[src/rtl/dpses_pkg.sv]
package dpses_pkg;

   typedef enum logic [1:0] {
      OP_COMMAND = 2'd0,
      OP_STATUS  = 2'd1,
      OP_ACK     = 2'd2,
      OP_TICK    = 2'd3
   } op_type;

   typedef enum logic [2:0] {
      CMD_ENABLE          = 3'd0,
      CMD_FAULT_RESET     = 3'd1,
      CMD_DISABLE_VOLTAGE = 3'd2,
      CMD_SHUTDOWN        = 3'd3,
      CMD_QUICK_STOP      = 3'd4
   } cmd_type;

   typedef enum logic [3:0] {
      ST_NOTREADY = 4'd0,
      ST_SOD      = 4'd1,
      ST_RTSO     = 4'd2,
      ST_SO       = 4'd3,
      ST_OE       = 4'd4,
      ST_QSA      = 4'd5,
      ST_FRA      = 4'd6,
      ST_FAULT    = 4'd7,
      ST_UNKNOWN  = 4'd8
   } drive_state_type;

   typedef enum logic [4:0] {
      S_IDLE       = 5'd0,
      S_SETTLE     = 5'd1,
      S_W_FAULT    = 5'd2,
      S_RST_ACK0   = 5'd3,
      S_RST_DLY1   = 5'd4,
      S_RST_ACK1   = 5'd5,
      S_RST_DLY2   = 5'd6,
      S_RST_ACK2   = 5'd7,
      S_W_SOD_RST  = 5'd8,
      S_W_SOD_NR   = 5'd9,
      S_ACK_SHUT   = 5'd10,
      S_W_RTSO     = 5'd11,
      S_ACK_SWON   = 5'd12,
      S_W_SO       = 5'd13,
      S_ACK_EN     = 5'd14,
      S_W_OE       = 5'd15,
      S_ACK_SINGLE = 5'd16,
      S_W_SINGLE   = 5'd17
   } step_type;

   localparam logic [1:0] REG_LONG_TIMEOUT  = 2'd0;
   localparam logic [1:0] REG_SHORT_TIMEOUT = 2'd1;
   localparam logic [1:0] REG_SETTLE        = 2'd2;

   localparam logic [15:0] CW_ZERO        = 16'h0000;
   localparam logic [15:0] CW_SHUTDOWN    = 16'h0006;
   localparam logic [15:0] CW_SWITCH_ON   = 16'h0007;
   localparam logic [15:0] CW_ENABLE_OP   = 16'h000F;
   localparam logic [15:0] CW_FAULT_RESET = 16'h0080;
   localparam logic [15:0] CW_QUICK_STOP  = 16'h0002;

   localparam logic [1:0] FIN_OK         = 2'd0;
   localparam logic [1:0] FIN_WRITE_FAIL = 2'd1;
   localparam logic [1:0] FIN_TIMEOUT    = 2'd2;

   localparam logic KIND_WRITE = 1'b0;
   localparam logic KIND_DONE  = 1'b1;

   localparam logic [15:0] ELAPSED_MAX = 16'hFFFF;

   typedef struct packed {
      logic [15:0] status;
      step_type    step;
      logic [15:0] elapsed;
      logic [6:0]  node;
      logic [2:0]  cmd;
   } state_type;

   typedef struct packed {
      logic [15:0] long_timeout;
      logic [15:0] short_timeout;
      logic [7:0]  settle;
   } cfg_type;

   typedef struct packed {
      logic [1:0]  op;
      logic [2:0]  command;
      logic [6:0]  node_id;
      logic [15:0] status_word;
      logic        write_ok;
   } item_type;

   typedef struct packed {
      logic        kind;
      logic [6:0]  out_node;
      logic [15:0] control_word;
      logic [1:0]  finish_code;
      logic [3:0]  drive_state;
      logic        op_enabled;
   } result_type;

endpackage

[src/rtl/dpses_step.sv]
module dpses_step (
   input  dpses_pkg::state_type  cur,
   input  dpses_pkg::cfg_type    cfg,
   input  dpses_pkg::item_type   item,
   output dpses_pkg::state_type  nxt,
   output logic                  res_valid,
   output dpses_pkg::result_type res
);
   import dpses_pkg::*;

   function automatic drive_state_type decode(input logic [15:0] sw);
      drive_state_type d;
      if ((sw & 16'h004F) == 16'h0000)      d = ST_NOTREADY;
      else if ((sw & 16'h004F) == 16'h0040) d = ST_SOD;
      else if ((sw & 16'h006F) == 16'h0021) d = ST_RTSO;
      else if ((sw & 16'h006F) == 16'h0023) d = ST_SO;
      else if ((sw & 16'h006F) == 16'h0027) d = ST_OE;
      else if ((sw & 16'h006F) == 16'h0007) d = ST_QSA;
      else if ((sw & 16'h004F) == 16'h000F) d = ST_FRA;
      else if ((sw & 16'h004F) == 16'h0008) d = ST_FAULT;
      else                                  d = ST_UNKNOWN;
      return d;
   endfunction

   function automatic logic is_wait(input step_type s);
      return s inside {S_W_FAULT, S_W_SOD_RST, S_W_SOD_NR, S_W_RTSO, S_W_SO,
                       S_W_OE, S_W_SINGLE};
   endfunction

   function automatic logic is_ack(input step_type s);
      return s inside {S_RST_ACK0, S_RST_ACK1, S_RST_ACK2, S_ACK_SHUT, S_ACK_SWON,
                       S_ACK_EN, S_ACK_SINGLE};
   endfunction

   function automatic logic is_delay(input step_type s);
      return s inside {S_SETTLE, S_RST_DLY1, S_RST_DLY2};
   endfunction

   function automatic drive_state_type expected(input step_type s, input logic [2:0] c);
      drive_state_type e;
      case (s) inside
         S_W_FAULT:                e = ST_FAULT;
         S_W_SOD_RST, S_W_SOD_NR:  e = ST_SOD;
         S_W_RTSO:                 e = ST_RTSO;
         S_W_SO:                   e = ST_SO;
         S_W_OE:                   e = ST_OE;
         default: begin
            if (c == CMD_DISABLE_VOLTAGE)  e = ST_SOD;
            else if (c == CMD_SHUTDOWN)    e = ST_RTSO;
            else                           e = ST_QSA;
         end
      endcase
      return e;
   endfunction

   function automatic logic [15:0] limit(input step_type s, input cfg_type c);
      logic [15:0] l;
      if (s == S_W_FAULT || s == S_W_SOD_RST || s == S_W_SOD_NR) l = c.long_timeout;
      else                                                       l = c.short_timeout;
      return l;
   endfunction

   logic            do_delay;
   step_type        dly_s;
   logic            dly_done;
   step_type        dd_s;
   logic            do_wait;
   step_type        wait_s;
   logic            do_match;
   step_type        match_s;
   logic            do_write;
   logic [15:0]     w_cw;
   step_type        w_next;
   logic            do_fin;
   logic [1:0]      f_code;
   logic [15:0]     inc;
   drive_state_type dec_st;

   always_comb begin
      nxt      = cur;
      do_delay = 1'b0;
      dly_s    = S_SETTLE;
      dly_done = 1'b0;
      dd_s     = S_SETTLE;
      do_wait  = 1'b0;
      wait_s   = S_W_SINGLE;
      do_match = 1'b0;
      match_s  = S_W_SINGLE;
      do_write = 1'b0;
      w_cw     = CW_ZERO;
      w_next   = S_IDLE;
      do_fin   = 1'b0;
      f_code   = FIN_OK;
      inc      = (cur.elapsed < ELAPSED_MAX) ? cur.elapsed + 16'd1 : cur.elapsed;

      case (op_type'(item.op))
         OP_COMMAND: begin
            if (cur.step == S_IDLE) begin
               case (cmd_type'(item.command))
                  CMD_ENABLE: begin
                     do_delay = 1'b1;
                     dly_s    = S_SETTLE;
                  end
                  CMD_FAULT_RESET: begin
                     do_write = 1'b1;
                     w_cw     = CW_ZERO;
                     w_next   = S_RST_ACK0;
                  end
                  CMD_DISABLE_VOLTAGE: begin
                     do_write = 1'b1;
                     w_cw     = CW_ZERO;
                     w_next   = S_ACK_SINGLE;
                  end
                  CMD_SHUTDOWN: begin
                     do_write = 1'b1;
                     w_cw     = CW_SHUTDOWN;
                     w_next   = S_ACK_SINGLE;
                  end
                  CMD_QUICK_STOP: begin
                     do_write = 1'b1;
                     w_cw     = CW_QUICK_STOP;
                     w_next   = S_ACK_SINGLE;
                  end
                  default: ;
               endcase
               if (item.command <= 3'(CMD_QUICK_STOP)) begin
                  nxt.cmd  = item.command;
                  nxt.node = item.node_id;
               end
            end
         end
         OP_STATUS: begin
            nxt.status = item.status_word;
            if (is_wait(cur.step) &&
                decode(item.status_word) == expected(cur.step, cur.cmd)) begin
               do_match = 1'b1;
               match_s  = cur.step;
            end
         end
         OP_ACK: begin
            if (is_ack(cur.step)) begin
               if (!item.write_ok) begin
                  do_fin = 1'b1;
                  f_code = FIN_WRITE_FAIL;
               end else begin
                  case (cur.step)
                     S_RST_ACK0: begin do_delay = 1'b1; dly_s  = S_RST_DLY1;  end
                     S_RST_ACK1: begin do_delay = 1'b1; dly_s  = S_RST_DLY2;  end
                     S_RST_ACK2: begin do_wait  = 1'b1; wait_s = S_W_SOD_RST; end
                     S_ACK_SHUT: begin do_wait  = 1'b1; wait_s = S_W_RTSO;    end
                     S_ACK_SWON: begin do_wait  = 1'b1; wait_s = S_W_SO;      end
                     S_ACK_EN:   begin do_wait  = 1'b1; wait_s = S_W_OE;      end
                     default:    begin do_wait  = 1'b1; wait_s = S_W_SINGLE;  end
                  endcase
               end
            end
         end
         default: begin
            if (is_delay(cur.step)) begin
               nxt.elapsed = inc;
               if (inc >= {8'd0, cfg.settle}) begin
                  dly_done = 1'b1;
                  dd_s     = cur.step;
               end
            end else if (is_wait(cur.step)) begin
               nxt.elapsed = inc;
               if (inc >= limit(cur.step, cfg)) begin
                  do_fin = 1'b1;
                  f_code = FIN_TIMEOUT;
               end
            end
         end
      endcase

      dec_st = decode(nxt.status);

      if (do_delay) begin
         nxt.step    = dly_s;
         nxt.elapsed = '0;
         if (cfg.settle == 8'd0) begin
            dly_done = 1'b1;
            dd_s     = dly_s;
         end
      end

      if (dly_done) begin
         if (dd_s == S_RST_DLY1) begin
            do_write = 1'b1;
            w_cw     = CW_FAULT_RESET;
            w_next   = S_RST_ACK1;
         end else if (dd_s == S_RST_DLY2) begin
            do_write = 1'b1;
            w_cw     = CW_ZERO;
            w_next   = S_RST_ACK2;
         end else if (dec_st == ST_FAULT) begin
            do_write = 1'b1;
            w_cw     = CW_ZERO;
            w_next   = S_RST_ACK0;
         end else if (dec_st == ST_FRA) begin
            do_wait = 1'b1;
            wait_s  = S_W_FAULT;
         end else if (dec_st == ST_NOTREADY) begin
            do_wait = 1'b1;
            wait_s  = S_W_SOD_NR;
         end else begin
            do_write = 1'b1;
            w_cw     = CW_SHUTDOWN;
            w_next   = S_ACK_SHUT;
         end
      end

      if (do_wait) begin
         nxt.step    = wait_s;
         nxt.elapsed = '0;
         if (limit(wait_s, cfg) == 16'd0) begin
            do_fin = 1'b1;
            f_code = FIN_TIMEOUT;
         end else if (dec_st == expected(wait_s, nxt.cmd)) begin
            do_match = 1'b1;
            match_s  = wait_s;
         end
      end

      if (do_match) begin
         case (match_s)
            S_W_FAULT: begin
               do_write = 1'b1;
               w_cw     = CW_ZERO;
               w_next   = S_RST_ACK0;
            end
            S_W_SOD_RST: begin
               if (nxt.cmd == CMD_FAULT_RESET) begin
                  do_fin = 1'b1;
                  f_code = FIN_OK;
               end else begin
                  do_write = 1'b1;
                  w_cw     = CW_SHUTDOWN;
                  w_next   = S_ACK_SHUT;
               end
            end
            S_W_SOD_NR: begin
               do_write = 1'b1;
               w_cw     = CW_SHUTDOWN;
               w_next   = S_ACK_SHUT;
            end
            S_W_RTSO: begin
               do_write = 1'b1;
               w_cw     = CW_SWITCH_ON;
               w_next   = S_ACK_SWON;
            end
            S_W_SO: begin
               do_write = 1'b1;
               w_cw     = CW_ENABLE_OP;
               w_next   = S_ACK_EN;
            end
            default: begin
               do_fin = 1'b1;
               f_code = FIN_OK;
            end
         endcase
      end

      res_valid        = do_write || do_fin;
      res.out_node     = nxt.node;
      res.drive_state  = 4'(dec_st);
      res.op_enabled   = (dec_st == ST_OE);
      if (do_fin) begin
         nxt.step         = S_IDLE;
         nxt.elapsed      = '0;
         res.kind         = KIND_DONE;
         res.control_word = CW_ZERO;
         res.finish_code  = f_code;
      end else begin
         if (do_write) begin
            nxt.step    = w_next;
            nxt.elapsed = '0;
         end
         res.kind         = KIND_WRITE;
         res.control_word = w_cw;
         res.finish_code  = FIN_OK;
      end
   end

endmodule

[src/rtl/dpses_out_buf.sv]
module dpses_out_buf (
   input  logic                  clock,
   input  logic                  reset,
   input  logic                  push,
   input  dpses_pkg::result_type push_item,
   input  logic                  pop,
   output logic                  full,
   output logic                  not_empty,
   output dpses_pkg::result_type head
);
   import dpses_pkg::*;

   result_type entry_ff [2];
   logic       wr_ptr_ff;
   logic       wr_ptr_in;
   logic       rd_ptr_ff;
   logic       rd_ptr_in;
   logic [1:0] count_ff;
   logic [1:0] count_in;

   always_comb begin
      wr_ptr_in = push ? ~wr_ptr_ff : wr_ptr_ff;
      rd_ptr_in = pop ? ~rd_ptr_ff : rd_ptr_ff;
      count_in  = count_ff + 2'(push) - 2'(pop);
   end

   always_ff @(posedge clock) begin
      if (reset) begin
         wr_ptr_ff <= 1'b0;
         rd_ptr_ff <= 1'b0;
         count_ff  <= 2'd0;
      end else begin
         wr_ptr_ff <= wr_ptr_in;
         rd_ptr_ff <= rd_ptr_in;
         count_ff  <= count_in;
      end
   end

   always_ff @(posedge clock) begin
      if (push) begin
         entry_ff[wr_ptr_ff] <= push_item;
      end
   end

   assign full      = (count_ff == 2'd2);
   assign not_empty = (count_ff != 2'd0);
   assign head      = entry_ff[rd_ptr_ff];

endmodule

[src/rtl/drive_power_state_enable_sequencer_core.sv]
// channel   direction  ports          handshake
// req       in         req_*          req_valid / req_stall
// rsp       out        rsp_*          rsp_valid / rsp_stall
// csr       in/out     psel, paddr..  APB write on psel & penable & pwrite
//
// One item per cycle while req_stall is low: every item is decoded and
// applied to the sequencer state in the cycle it is accepted; its result,
// if any, goes into a two-entry output queue whose head drives rsp.
// req_stall is high exactly while both queue entries are occupied.
// Synchronous reset clears the sequencer to idle and the registers to
// their defaults (1000, 500, 5).
module drive_power_state_enable_sequencer_core (
   input  logic        clock,
   input  logic        reset,
   input  logic        req_valid,
   output logic        req_stall,
   input  logic [1:0]  req_op,
   input  logic [2:0]  req_command,
   input  logic [6:0]  req_node_id,
   input  logic [15:0] req_status_word,
   input  logic        req_write_ok,
   output logic        rsp_valid,
   input  logic        rsp_stall,
   output logic        rsp_kind,
   output logic [6:0]  rsp_out_node,
   output logic [15:0] rsp_control_word,
   output logic [1:0]  rsp_finish_code,
   output logic [3:0]  rsp_drive_state,
   output logic        rsp_op_enabled,
   input  logic        psel,
   input  logic        penable,
   input  logic        pwrite,
   input  logic [3:0]  paddr,
   input  logic [31:0] pwdata,
   output logic [31:0] prdata,
   output logic        pready
);
   import dpses_pkg::*;

   cfg_type    cfg_ff;
   cfg_type    cfg_in;
   state_type  state_ff;
   state_type  state_in;
   item_type   item;
   logic       accept;
   logic       res_valid;
   result_type res;
   result_type head;
   logic       buf_full;
   logic       wr_en;

   assign pready = 1'b1;
   assign wr_en  = psel && penable && pwrite;

   always_comb begin
      cfg_in = cfg_ff;
      if (wr_en) begin
         unique case (paddr[3:2])
            REG_LONG_TIMEOUT:  cfg_in.long_timeout  = pwdata[15:0];
            REG_SHORT_TIMEOUT: cfg_in.short_timeout = pwdata[15:0];
            REG_SETTLE:        cfg_in.settle        = pwdata[7:0];
            default: ;
         endcase
      end
   end

   always_comb begin
      unique case (paddr[3:2])
         REG_LONG_TIMEOUT:  prdata = {16'd0, cfg_ff.long_timeout};
         REG_SHORT_TIMEOUT: prdata = {16'd0, cfg_ff.short_timeout};
         REG_SETTLE:        prdata = {24'd0, cfg_ff.settle};
         default:           prdata = 32'd0;
      endcase
   end

   always_ff @(posedge clock) begin
      if (reset) begin
         cfg_ff.long_timeout  <= 16'd1000;
         cfg_ff.short_timeout <= 16'd500;
         cfg_ff.settle        <= 8'd5;
      end else begin
         cfg_ff <= cfg_in;
      end
   end

   assign item.op          = req_op;
   assign item.command     = req_command;
   assign item.node_id     = req_node_id;
   assign item.status_word = req_status_word;
   assign item.write_ok    = req_write_ok;

   assign req_stall = buf_full;
   assign accept    = req_valid && !buf_full;

   dpses_step u_step (
      .cur       (state_ff),
      .cfg       (cfg_ff),
      .item      (item),
      .nxt       (state_in),
      .res_valid (res_valid),
      .res       (res)
   );

   always_ff @(posedge clock) begin
      if (reset) begin
         state_ff.status  <= 16'd0;
         state_ff.step    <= S_IDLE;
         state_ff.elapsed <= 16'd0;
         state_ff.node    <= 7'd0;
         state_ff.cmd     <= 3'd0;
      end else if (accept) begin
         state_ff <= state_in;
      end
   end

   dpses_out_buf u_out_buf (
      .clock     (clock),
      .reset     (reset),
      .push      (accept && res_valid),
      .push_item (res),
      .pop       (rsp_valid && !rsp_stall),
      .full      (buf_full),
      .not_empty (rsp_valid),
      .head      (head)
   );

   assign rsp_kind         = head.kind;
   assign rsp_out_node     = head.out_node;
   assign rsp_control_word = head.control_word;
   assign rsp_finish_code  = head.finish_code;
   assign rsp_drive_state  = head.drive_state;
   assign rsp_op_enabled   = head.op_enabled;

endmodule

[config.mk]
export PLATFORM = sky130hd
export DESIGN_NAME = drive_power_state_enable_sequencer_core
export DESIGN_NICKNAME = d
export VERILOG_FILES = /design/src/rtl/dpses_pkg.sv /design/src/rtl/dpses_step.sv /design/src/rtl/dpses_out_buf.sv /design/src/rtl/drive_power_state_enable_sequencer_core.sv
export SDC_FILE = /design/constraint.sdc
export NUM_CORES = 1
export LEC_CHECK = 0
export CORE_MARGIN = 2
export CORE_UTILIZATION = 35
export DETAILED_ROUTE_END_ITERATION = 8
export DONT_BUFFER_PORTS = 1
export GPL_ROUTABILITY_DRIVEN = 0
export PLACE_DENSITY_LB_ADDON = 0.1
export SLEW_MARGIN = 10
export SYNTH_ARGS = -nofsm -noshare
export SYNTH_HDL_FRONTEND = slang
export SYNTH_HIERARCHICAL = 1
export SYNTH_SLANG_ARGS = --single-unit
[constraint.sdc]
create_clock -name clock -period 7.13 [get_ports clock]
set_input_delay 1.426 -clock clock [delete_from_list [all_inputs] [get_ports clock]]
set_output_delay 1.426 -clock clock [all_outputs]
set_load 0.05 [all_outputs]
==> results of run 1 <==
[critical path: cells and delay by family (launching register included)]
kind                       cells  cell delay, ps
AOI/OAI and AO/OA              6            1900
xor gates and xnor gates       2             490
adders and majority gates      1             300
buffers and inverters          2             350
DFF                            1             450
and+or+nand+nor               12            2760
[per-layer routing]
layer | track usage | routed length (um) | vias to the layer above
li1 | - | - | 3752
met1 | 0.2354 | 11820 | 3616
met2 | 0.3036 | 12280 | 183
met3 | 0.04512 | 1478 | 22
met4 | 0.04682 | 376 | 0
met5 | 0 | 0 | -
[path summary, 6_finish.rpt]
kind / startpoint / to / slack, ps / cells past startpoint
setup / recovery: state_ff[25]$_SDFFE_PP0P_ / u_out_buf/entry_ff[0][14]$_DFFE_PP_ / 450 / 23
hold / removal: state_ff[3]$_SDFFE_PP0P_ / state_ff[3]$_SDFFE_PP0P_ / 450 / 2
setup reg to reg: state_ff[25]$_SDFFE_PP0P_ / u_out_buf/entry_ff[0][14]$_DFFE_PP_ / 450 / 23
hold reg to reg: state_ff[3]$_SDFFE_PP0P_ / state_ff[3]$_SDFFE_PP0P_ / 450 / 2
[power groups by stage]
stage / sequential [mW] / combinational, mW / clock (mW)
floorplan: 0.933 / 0.600 / 0
global placement: 0.935 / 0.660 / 0
detailed placement: 0.936 / 0.658 / 0
CTS: 0.917 / 0.661 / 0.944
global route: 0.921 / 0.701 / 0.980
finish: 0.916 / 0.655 / 0.916
[cell type report]
cell class / instances / area, um^2 / share of cell area
inverter: 30 / 112.6 / 0.01069
multi-input combinational: 819 / 5524 / 0.5243
antenna: 1 / 2.502 / 0.0002375
clock inverter: 15 / 178.9 / 0.01698
sequential: 144 / 3503 / 0.3325
clock buffer: 17 / 425.4 / 0.04038
tap: 341 / 426.7 / 0.04049
timing repair buffer: 45 / 362.8 / 0.03444
[flip-flops by register name, indices dropped and copies added, names as in the netlist, named ones only]
register             flops
u_out_buf/entry_ff      62
cfg_ff                  40
state_ff                37
u_out_buf/count_ff       2
u_out_buf/rd_ptr_ff      1
u_out_buf/wr_ptr_ff      1
[stage by stage]
stage	setup slack (ps)	power, mW	cells	hold WS (ps)	utilization
floorplan	538.3	1.533	1095	432.2	-
global placement	500.6	1.595	1379	433.3	0.3674
detailed placement	518.8	1.594	1379	437.1	0.3674
CTS	477.3	2.522	1411	449.1	0.3898
global route	55.99	2.602	1411	468.8	0.3898
finish	449.5	2.488	1412	450.1	0.3899
==> flow_metrics.env, run 1 <==
export IMPL_outcome="finished clean"
export IMPL_criticalPathCategory="reg -> reg"
export IMPL_rsz0062_at_grt="no"
export IMPL_finalSetupViolations=0
export IMPL_postCtsSetupRepairBufs=0
export IMPL_grt_use_total=0.1821
export IMPL_die_h_um=170.0
export IMPL_drive_gt1_frac=0.1477
export IMPL_wl_um=25960
export IMPL_drt_pre_antenna_iters=5
export IMPL_switchingPower_uw=928.7
export IMPL_drt_initial_drc_count=477
export IMPL_fmax_mhz=149.7
export IMPL_core_area_um2=27030
export IMPL_overflow=0
export IMPL_fillers=2732
export IMPL_powerDensity_nw_per_um2=236.1
export IMPL_row_count=60
export IMPL_vias=7573
export IMPL_wl_per_cell_um=18.38
export IMPL_design_area_um2=10540
export IMPL_hp_class="reg -> reg"
export IMPL_postSynthCellCount=1070
export IMPL_cts_hold_buf=0
export IMPL_ctsHtreeMaxLevel=4
export IMPL_io_buffers=0
export IMPL_dpl_instance_area_um2=9930
export IMPL_fin_nets=1156
export IMPL_drc=0
export IMPL_ios=138
export IMPL_syn_area_um2=9649
export IMPL_clockPowerShare=0.368
export IMPL_endpoint_kind="flip-flop"
export IMPL_p_comb_frac=0.263
export IMPL_cp_max_fo=31
export IMPL_yosysWarnings=6
export IMPL_worstPathRequired_ps=7180
export IMPL_post_cts_resized=0
export IMPL_seq_power_share=0.368
export IMPL_cap_viol_max_count=0
export IMPL_final_common_cell="nand2_1"
export IMPL_cts_sinks=144
export IMPL_switching_share=0.3733
export IMPL_hold_violations=0
export IMPL_fp_dieArea_um2=28910
export IMPL_cp_slowest_cell="nor2b_4"
export IMPL_grt_pass1_wl_um=41280
export IMPL_cp_cell_sequence="and3_1 > nand2_1 > nor2_1 > nand3_1 > buf_4 > nand4_1 > nor2_1 > xor2_1 > ha_1 > a21o_1 > a221oi_1 > nand4_1 > o311a_1 > or3_1 > a211oi_2 > xnor2_1 > a32o_1 > buf_4 > and3_1 > o21ai_2 > or3_1 > and2_1 > nor2b_4"
export IMPL_tns_ps=0
export IMPL_via_per_inst=5.363
export IMPL_worstMarginPinSlew_ps=1059
export IMPL_worstPathArrival_ps=6730
export IMPL_skew_ps=13.14
export IMPL_syn_area_per_cell_um2=9.018
export IMPL_fp_dieW_um=170.0
export IMPL_final_cell_mix="nand2_1, mux2i_1, dfxtp_1"
export IMPL_initial_core_util=0.3570
export IMPL_intPower_mw=1.559
export IMPL_antenna_found_initial=0
export IMPL_slew_viol_final=0
export IMPL_finalCritPeriodShare=0.9370
export IMPL_syn_to_final_growth_pct=9.194
export IMPL_grt_max_degree=107
export IMPL_p_leak_nw=4.171
export IMPL_slew_headroom=0.2927
export IMPL_cts_tree="yes"
export IMPL_grt_pass1_vias=7354
export IMPL_clkTransAtPathRegs_ps=70
export IMPL_place_hpwl_um=18550
export IMPL_clk_path_buf_depth=2
export IMPL_period_needed_ps=6681
export IMPL_peakVddDrop_mv=0.1199
export IMPL_cts_buffers=17
export IMPL_cpPeakStageDelay_ps=780
export IMPL_clock_latency_ps=430
export IMPL_drtAntennaViolNets=0
export IMPL_critPathLaunchType="flip-flop"
export IMPL_cts_root_buf="clkbuf_16"
No activity file was read; power rests on OpenSTA's default activity.
==> run 2: changes to the inputs <==
- CTS_BUF_LIST: unset -> sky130_fd_sc_hd__clkbuf_4 sky130_fd_sc_hd__clkbuf_8
==> run 2 against run 1 <==
  * Total power shrank 9.5%
  * Via count about the same
  * Clock power fell by 26%
  * Critical path type unchanged
==> flow_metrics.env, run 2 (same netlist as run 1, synthesis figures left out) <==
export IMPL_outcome="finished clean"
export IMPL_fp_dieArea_um2=28910
export IMPL_clockPowerShare=0.302
export IMPL_postCtsSetupRepairBufs=0
export IMPL_row_count=60
export IMPL_ios=138
export IMPL_period_needed_ps=6675
export IMPL_largest_register_ff_count=62
export IMPL_criticalPathCategory="reg -> reg"
export IMPL_grt_use_total=0.1809
export IMPL_ctsHtreeMaxLevel=4
export IMPL_fp_dieW_um=170.0
export IMPL_skew_ps=21.51
export IMPL_tns_ps=0
export IMPL_dpl_instance_area_um2=9930
export IMPL_grt_pass1_wl_um=41030
export IMPL_fin_nets=1156
export IMPL_vias=7575
export IMPL_drt_pre_antenna_iters=4
export IMPL_switching_share=0.3989
export IMPL_intPower_mw=1.353
export IMPL_clk_path_buf_depth=2
export IMPL_final_common_cell="nand2_1"
export IMPL_regMostFlops="u_out_buf/entry_ff"
export IMPL_powerDensity_nw_per_um2=217.7
export IMPL_cts_sinks=144
export IMPL_core_area_um2=27030
export IMPL_wl_um=25930
export IMPL_p_leak_nw=4.083
export IMPL_clkTransAtPathRegs_ps=90
export IMPL_place_hpwl_um=18550
export IMPL_hp_class="reg -> reg"
export IMPL_drtAntennaViolNets=0
export IMPL_overflow=0
export IMPL_dp_cells=1379
export IMPL_grt_max_degree=107
export IMPL_drt_initial_drc_count=464
export IMPL_fmax_mhz=149.8
export IMPL_total_power_mw=2.251
export IMPL_n_antenna_cell=0
export IMPL_syn_to_final_growth_pct=7.183
export IMPL_ff2ff_setup_slack_ps=450
export IMPL_worstMarginPinSlew_ps=1059
export IMPL_critPathLaunchType="flip-flop"
export IMPL_antenna_found_initial=0
export IMPL_cts_root_buf="clkbuf_8"
export IMPL_hold_violations=0
export IMPL_fillers=2753
export IMPL_worstPathArrival_ps=6760
export IMPL_slew_viol_final=0
export IMPL_seq_power_share=0.407
export IMPL_grt_pass1_vias=7333
export IMPL_via_per_inst=5.369
export IMPL_slew_headroom=0.2927
export IMPL_reg_top3="u_out_buf/entry_ff: 62 flops, cfg_ff: 40 flops, state_ff: 37 flops"
export IMPL_cap_viol_max_count=0
export IMPL_design_area_um2=10340
export IMPL_endpoint_kind="flip-flop"
export IMPL_die_h_um=170.0
export IMPL_worstPathRequired_ps=7220
export IMPL_cts_tree="yes"
export IMPL_final_cell_mix="nand2_1, mux2i_1, dfxtp_1"
export IMPL_cts_hold_buf=0
export IMPL_cts_buffers=17
export IMPL_cp_max_fo=31
export IMPL_switchingPower_uw=897.9
export IMPL_peakVddDrop_mv=0.1171
export IMPL_instances_no_fill=1411
export IMPL_clock_latency_ps=470
export IMPL_initial_core_util=0.3570
export IMPL_p_comb_frac=0.291
export IMPL_drive_gt1_frac=0.1477
export IMPL_rsz0062_at_grt="no"
export IMPL_drc=0
export IMPL_finalSetupViolations=0
export IMPL_io_buffers=0
export IMPL_wl_per_cell_um=18.38
export IMPL_post_cts_resized=0
export IMPL_finalCritPeriodShare=0.9362
[run 2: cell types whose count changed in the layout (fill, tap and decap cells not counted), sizes merged]
| cell | before | now |
|---|---|---|
| diode | 1 | 0 |
[run 2: power groups by stage]
stage	Sequential, mW	Clock, mW	Combinational [mW]
floorplan	0.933	0	0.600
global route	0.921	0.736	0.701
CTS	0.917	0.706	0.661
finish	0.916	0.681	0.654
detailed placement	0.936	0	0.658
global placement	0.935	0	0.660
[run 2: routing by layer]
| layer | vias to the layer above | global-route usage | share of wire |
|---|---|---|---|
| li1 | 3749 | - | - |
| met1 | 3605 | 0.2338 | 0.45 |
| met2 | 189 | 0.2996 | 0.47 |
| met3 | 32 | 0.04023 | 0.055 |
| met4 | 0 | 0.05871 | 0.021 |
| met5 | - | 0 | 0 |
[run 2: critical path, stage by stage (launching register included)]
cell      delay (ps)
dfxtp_1          460
and3_1           240
nand2_1           90
nor2_1           110
nand3_1          140
buf_4            180
nand4_1          150
nor2_1            90
xor2_1           250
ha_1             300
a21o_1           160
a221oi_1         520
nand4_1          310
o311a_1          470
or3_1            350
a211oi_2         220
xnor2_1          260
a32o_1           370
buf_4            160
and3_1           200
o21ai_2          150
or3_1            170
and2_1           160
nor2b_4          780
[run 2: area by class of cell]
class / instances / area [um^2] / share of cell area
clock buffers: 17 / 234.0 / 0.02262
clock inverters: 15 / 178.9 / 0.01730
inverters: 30 / 112.6 / 0.01089
multi-input cells: 819 / 5524 / 0.5341
flip-flops and latches: 144 / 3503 / 0.3387
well taps: 341 / 426.7 / 0.04125
repair buffers: 45 / 362.8 / 0.03508
[run 2: final timing paths]
kind,from,to,cells past startpoint
worst min register to register,state_ff[3]$_SDFFE_PP0P_,state_ff[3]$_SDFFE_PP0P_,2
worst max register to register,state_ff[25]$_SDFFE_PP0P_,u_out_buf/entry_ff[0][14]$_DFFE_PP_,23
worst max-delay path,state_ff[25]$_SDFFE_PP0P_,u_out_buf/entry_ff[0][14]$_DFFE_PP_,23
worst min-delay path,state_ff[3]$_SDFFE_PP0P_,state_ff[3]$_SDFFE_PP0P_,2
[run 2: through the flow]
stage | utilization | worst slack [ps] | hold slack (ps)
after detailed placement | 0.3674 | 518.8 | 437.1
final | 0.3827 | 454.9 | 453.5
after CTS | 0.3827 | 470.3 | 453.5
after global placement | 0.3674 | 500.6 | 433.3
after global routing | 0.3827 | 48.69 | 474.3
after floorplan | - | 538.3 | 432.2
==> run 3: changes to the inputs <==
- BUFFER_PORTS_ARGS: unset -> -buffer_cell sky130_fd_sc_hd__buf_4
- DONT_BUFFER_PORTS: 1 -> unset
==> run 3 against run 2 <==
  * Design area grew 6.2%
  * Worst setup slack improved by 160 ps
  * First-iteration DRC count down 13%
  * Sequential share of layout area fell by 2.0 points
  * Largest cell class unchanged
  * Via count grew 3.2%
  * Total power up 5.4%
  * Critical path depth did not move
  * Worst hold slack improved by 5.8 ps
  * Count of clock-buffer cells in the layout unchanged
  * Combinational power grew 18%
  * Clock power grew 1%
==> flow_metrics.env, run 3 (same netlist as run 1, synthesis figures left out) <==
export IMPL_fmax_mhz=153.6
export IMPL_reg_top3="u_out_buf/entry_ff: 62 flops, cfg_ff: 40 flops, state_ff: 37 flops"
export IMPL_setup_worst_path_start="state_ff[25]$_SDFFE_PP0P_"
export IMPL_grt_use_total=0.1784
export IMPL_clk_path_buf_depth=2
export IMPL_setup_worst_path_end="u_out_buf/entry_ff[0][15]$_DFFE_PP_"
export IMPL_ff2ff_setup_slack_ps=620
export IMPL_crit_family="compound AO/OA/AOI/OAI gates"
export IMPL_antenna_found_initial=0
export IMPL_via_per_inst=5.222
export IMPL_grt_pass1_vias=7418
export IMPL_skew_ps=29.08
export IMPL_cts_root_buf="clkbuf_8"
export IMPL_wl_per_cell_um=17.25
export IMPL_finalSetupViolations=0
export IMPL_finalCritPeriodShare=0.9132
export IMPL_place_hpwl_um=18330
export IMPL_postCtsSetupRepairBufs=0
export IMPL_vias=7818
export IMPL_slew_viol_final=0
export IMPL_switchingPower_uw=938.6
export IMPL_cap_viol_max_count=0
export IMPL_hp_class="reg -> reg"
export IMPL_worstMarginPinSlew_ps=1078
export IMPL_core_area_um2=27030
export IMPL_cp_slowest_cell="nor2b_4"
export IMPL_initial_core_util=0.3570
export IMPL_powerDensity_nw_per_um2=216.0
export IMPL_cp_depth=23
export IMPL_grt_max_degree=107
export IMPL_crit_top_cell="buf_4"
export IMPL_cts_tree="yes"
export IMPL_fp_dieArea_um2=28910
export IMPL_grt_pass1_wl_um=40660
export IMPL_worstPathRequired_ps=7210
export IMPL_cts_sinks=144
export IMPL_slew_headroom=0.2808
export IMPL_drt_initial_drc_count=403
export IMPL_seq_power_share=0.385
export IMPL_total_power_mw=2.372
export IMPL_p_comb_frac=0.324
export IMPL_ctsHtreeMaxLevel=4
export IMPL_fp_dieW_um=170.0
export IMPL_io_buffers=92
export IMPL_intPower_mw=1.433
export IMPL_drt_pre_antenna_iters=5
export IMPL_criticalPathCategory="reg -> reg"
export IMPL_wl_um=25820
export IMPL_worstPathArrival_ps=6600
export IMPL_worstReg2RegStart="state_ff[25]$_SDFFE_PP0P_"
export IMPL_rsz0062_at_grt="no"
export IMPL_largest_register_ff_count=62
export IMPL_cpPeakStageDelay_ps=760
export IMPL_cp_cell_sequence="and3_1 > nand2_1 > nor2_1 > nand3_1 > buf_4 > mux2_2 > ha_1 > a211oi_1 > o21ai_0 > a221oi_1 > nand4_1 > o311ai_1 > o211ai_2 > a211oi_2 > a2111oi_4 > buf_4 > a32o_1 > buf_4 > and3_1 > o21ai_2 > or3_1 > and2_1 > nor2b_4"
export IMPL_clockPowerShare=0.290
export IMPL_row_count=60
export IMPL_cts_hold_buf=0
export IMPL_fin_nets=1242
export IMPL_ios=138
export IMPL_p_leak_nw=4.500
export IMPL_overflow=0
export IMPL_switching_share=0.3958
export IMPL_post_cts_resized=0
export IMPL_peakVddDrop_mv=0.1177
export IMPL_rr_endpoint="u_out_buf/entry_ff[0][15]$_DFFE_PP_"
export IMPL_period_needed_ps=6511
export IMPL_clkTransAtPathRegs_ps=100
export IMPL_ff2ff_path_depth=23
export IMPL_outcome="finished clean"
export IMPL_hold_violations=0
export IMPL_regMostFlops="u_out_buf/entry_ff"
export IMPL_critPathLaunchType="flip-flop"
export IMPL_drive_gt1_frac=0.2111
export IMPL_critPathBufInv=3
export IMPL_final_common_cell="nand2_1"
export IMPL_n_antenna_cell=0
export IMPL_endpoint_kind="flip-flop"
export IMPL_die_h_um=170.0
export IMPL_whs_ps=459.4
export IMPL_final_cell_mix="nand2_1, buf_4, mux2i_1, dfxtp_1, nor2_1"
export IMPL_cp_max_fo=31
export IMPL_drc=0
export IMPL_cts_buffers=17
export IMPL_clock_latency_ps=470
export IMPL_syn_to_final_growth_pct=13.80
export IMPL_tns_ps=0
export IMPL_drtAntennaViolNets=0
[run 3: cell types whose count changed in the layout (fill, tap and decap cells not counted), sizes merged]
| cell | before | now |
|---|---|---|
| buf | 45 | 131 |
| inv | 38 | 37 |
| clkinv | 7 | 8 |
[run 3: stage by stage]
| stage | setup slack (ps) | instances | utilization | area, um^2 |
|---|---|---|---|---|
| floorplan | 538.3 | 1095 | - | 9743 |
| global placement | 554.4 | 1465 | 0.3908 | 10560 |
| CTS | 500.2 | 1497 | 0.4063 | 10980 |
| finish | 618.5 | 1497 | 0.4063 | 10980 |
| global route | 166.5 | 1497 | 0.4063 | 10980 |
| detailed placement | 544.2 | 1465 | 0.3908 | 10560 |
[run 3: final cells by class]
cell class / instances / area [um^2]
Fill cell: 2734 / 16050
Sequential cell: 144 / 3503
Tap cell: 341 / 426.7
Clock inverter: 15 / 183.9
Inverter: 30 / 112.6
Clock buffer: 17 / 234.0
Timing Repair Buffer: 131 / 996.0
Multi-Input combinational cell: 819 / 5524
[run 3: worst min path at each step]
| stage | startpoint | end | cells past startpoint |
|---|---|---|---|
| 2_1_floorplan | state_ff[37]$_SDFFE_PP0P_ | state_ff[37]$_SDFFE_PP0P_ | 2 |
| 3_3_place_gp | state_ff[9]$_SDFFE_PP0P_ | state_ff[9]$_SDFFE_PP0P_ | 2 |
| 3_5_place_dp | state_ff[4]$_SDFFE_PP0P_ | state_ff[4]$_SDFFE_PP0P_ | 2 |
| 4_1_cts | state_ff[9]$_SDFFE_PP0P_ | state_ff[9]$_SDFFE_PP0P_ | 2 |
| 5_1_grt | state_ff[37]$_SDFFE_PP0P_ | state_ff[37]$_SDFFE_PP0P_ | 2 |
| 6_report | state_ff[6]$_SDFFE_PP0P_ | state_ff[6]$_SDFFE_PP0P_ | 2 |
[run 3: routing by layer]
| layer | wire, um | share of wire | up-vias | global-route usage |
|---|---|---|---|---|
| li1 | - | - | 3923 | - |
| met1 | 12130 | 0.47 | 3691 | 0.2366 |
| met2 | 12120 | 0.47 | 182 | 0.2971 |
| met3 | 1141 | 0.044 | 22 | 0.03349 |
| met4 | 430 | 0.017 | 0 | 0.04831 |
| met5 | 0 | 0 | - | 0 |
[run 3: worst reg2reg max path, cell delays in order (launching register included)]
cell and delay, ps:
dfxtp_1 460, and3_1 270, nand2_1 110, nor2_1 120
nand3_1 140, buf_4 210, mux2_2 330, ha_1 200
a211oi_1 210, o21ai_0 140, a221oi_1 430, nand4_1 270
o311ai_1 540, o211ai_2 270, a211oi_2 300, a2111oi_4 90
buf_4 190, a32o_1 280, buf_4 160, and3_1 180
o21ai_2 160, or3_1 150, and2_1 150, nor2b_4 760
[run 3: power by group through the flow]
stage | registers [mW] | logic [mW] | clock network (mW)
finish | 0.914 | 0.769 | 0.688
global route | 0.918 | 0.825 | 0.750
CTS | 0.915 | 0.778 | 0.712
detailed placement | 0.934 | 0.777 | 0
global placement | 0.933 | 0.777 | 0
floorplan | 0.933 | 0.600 | 0
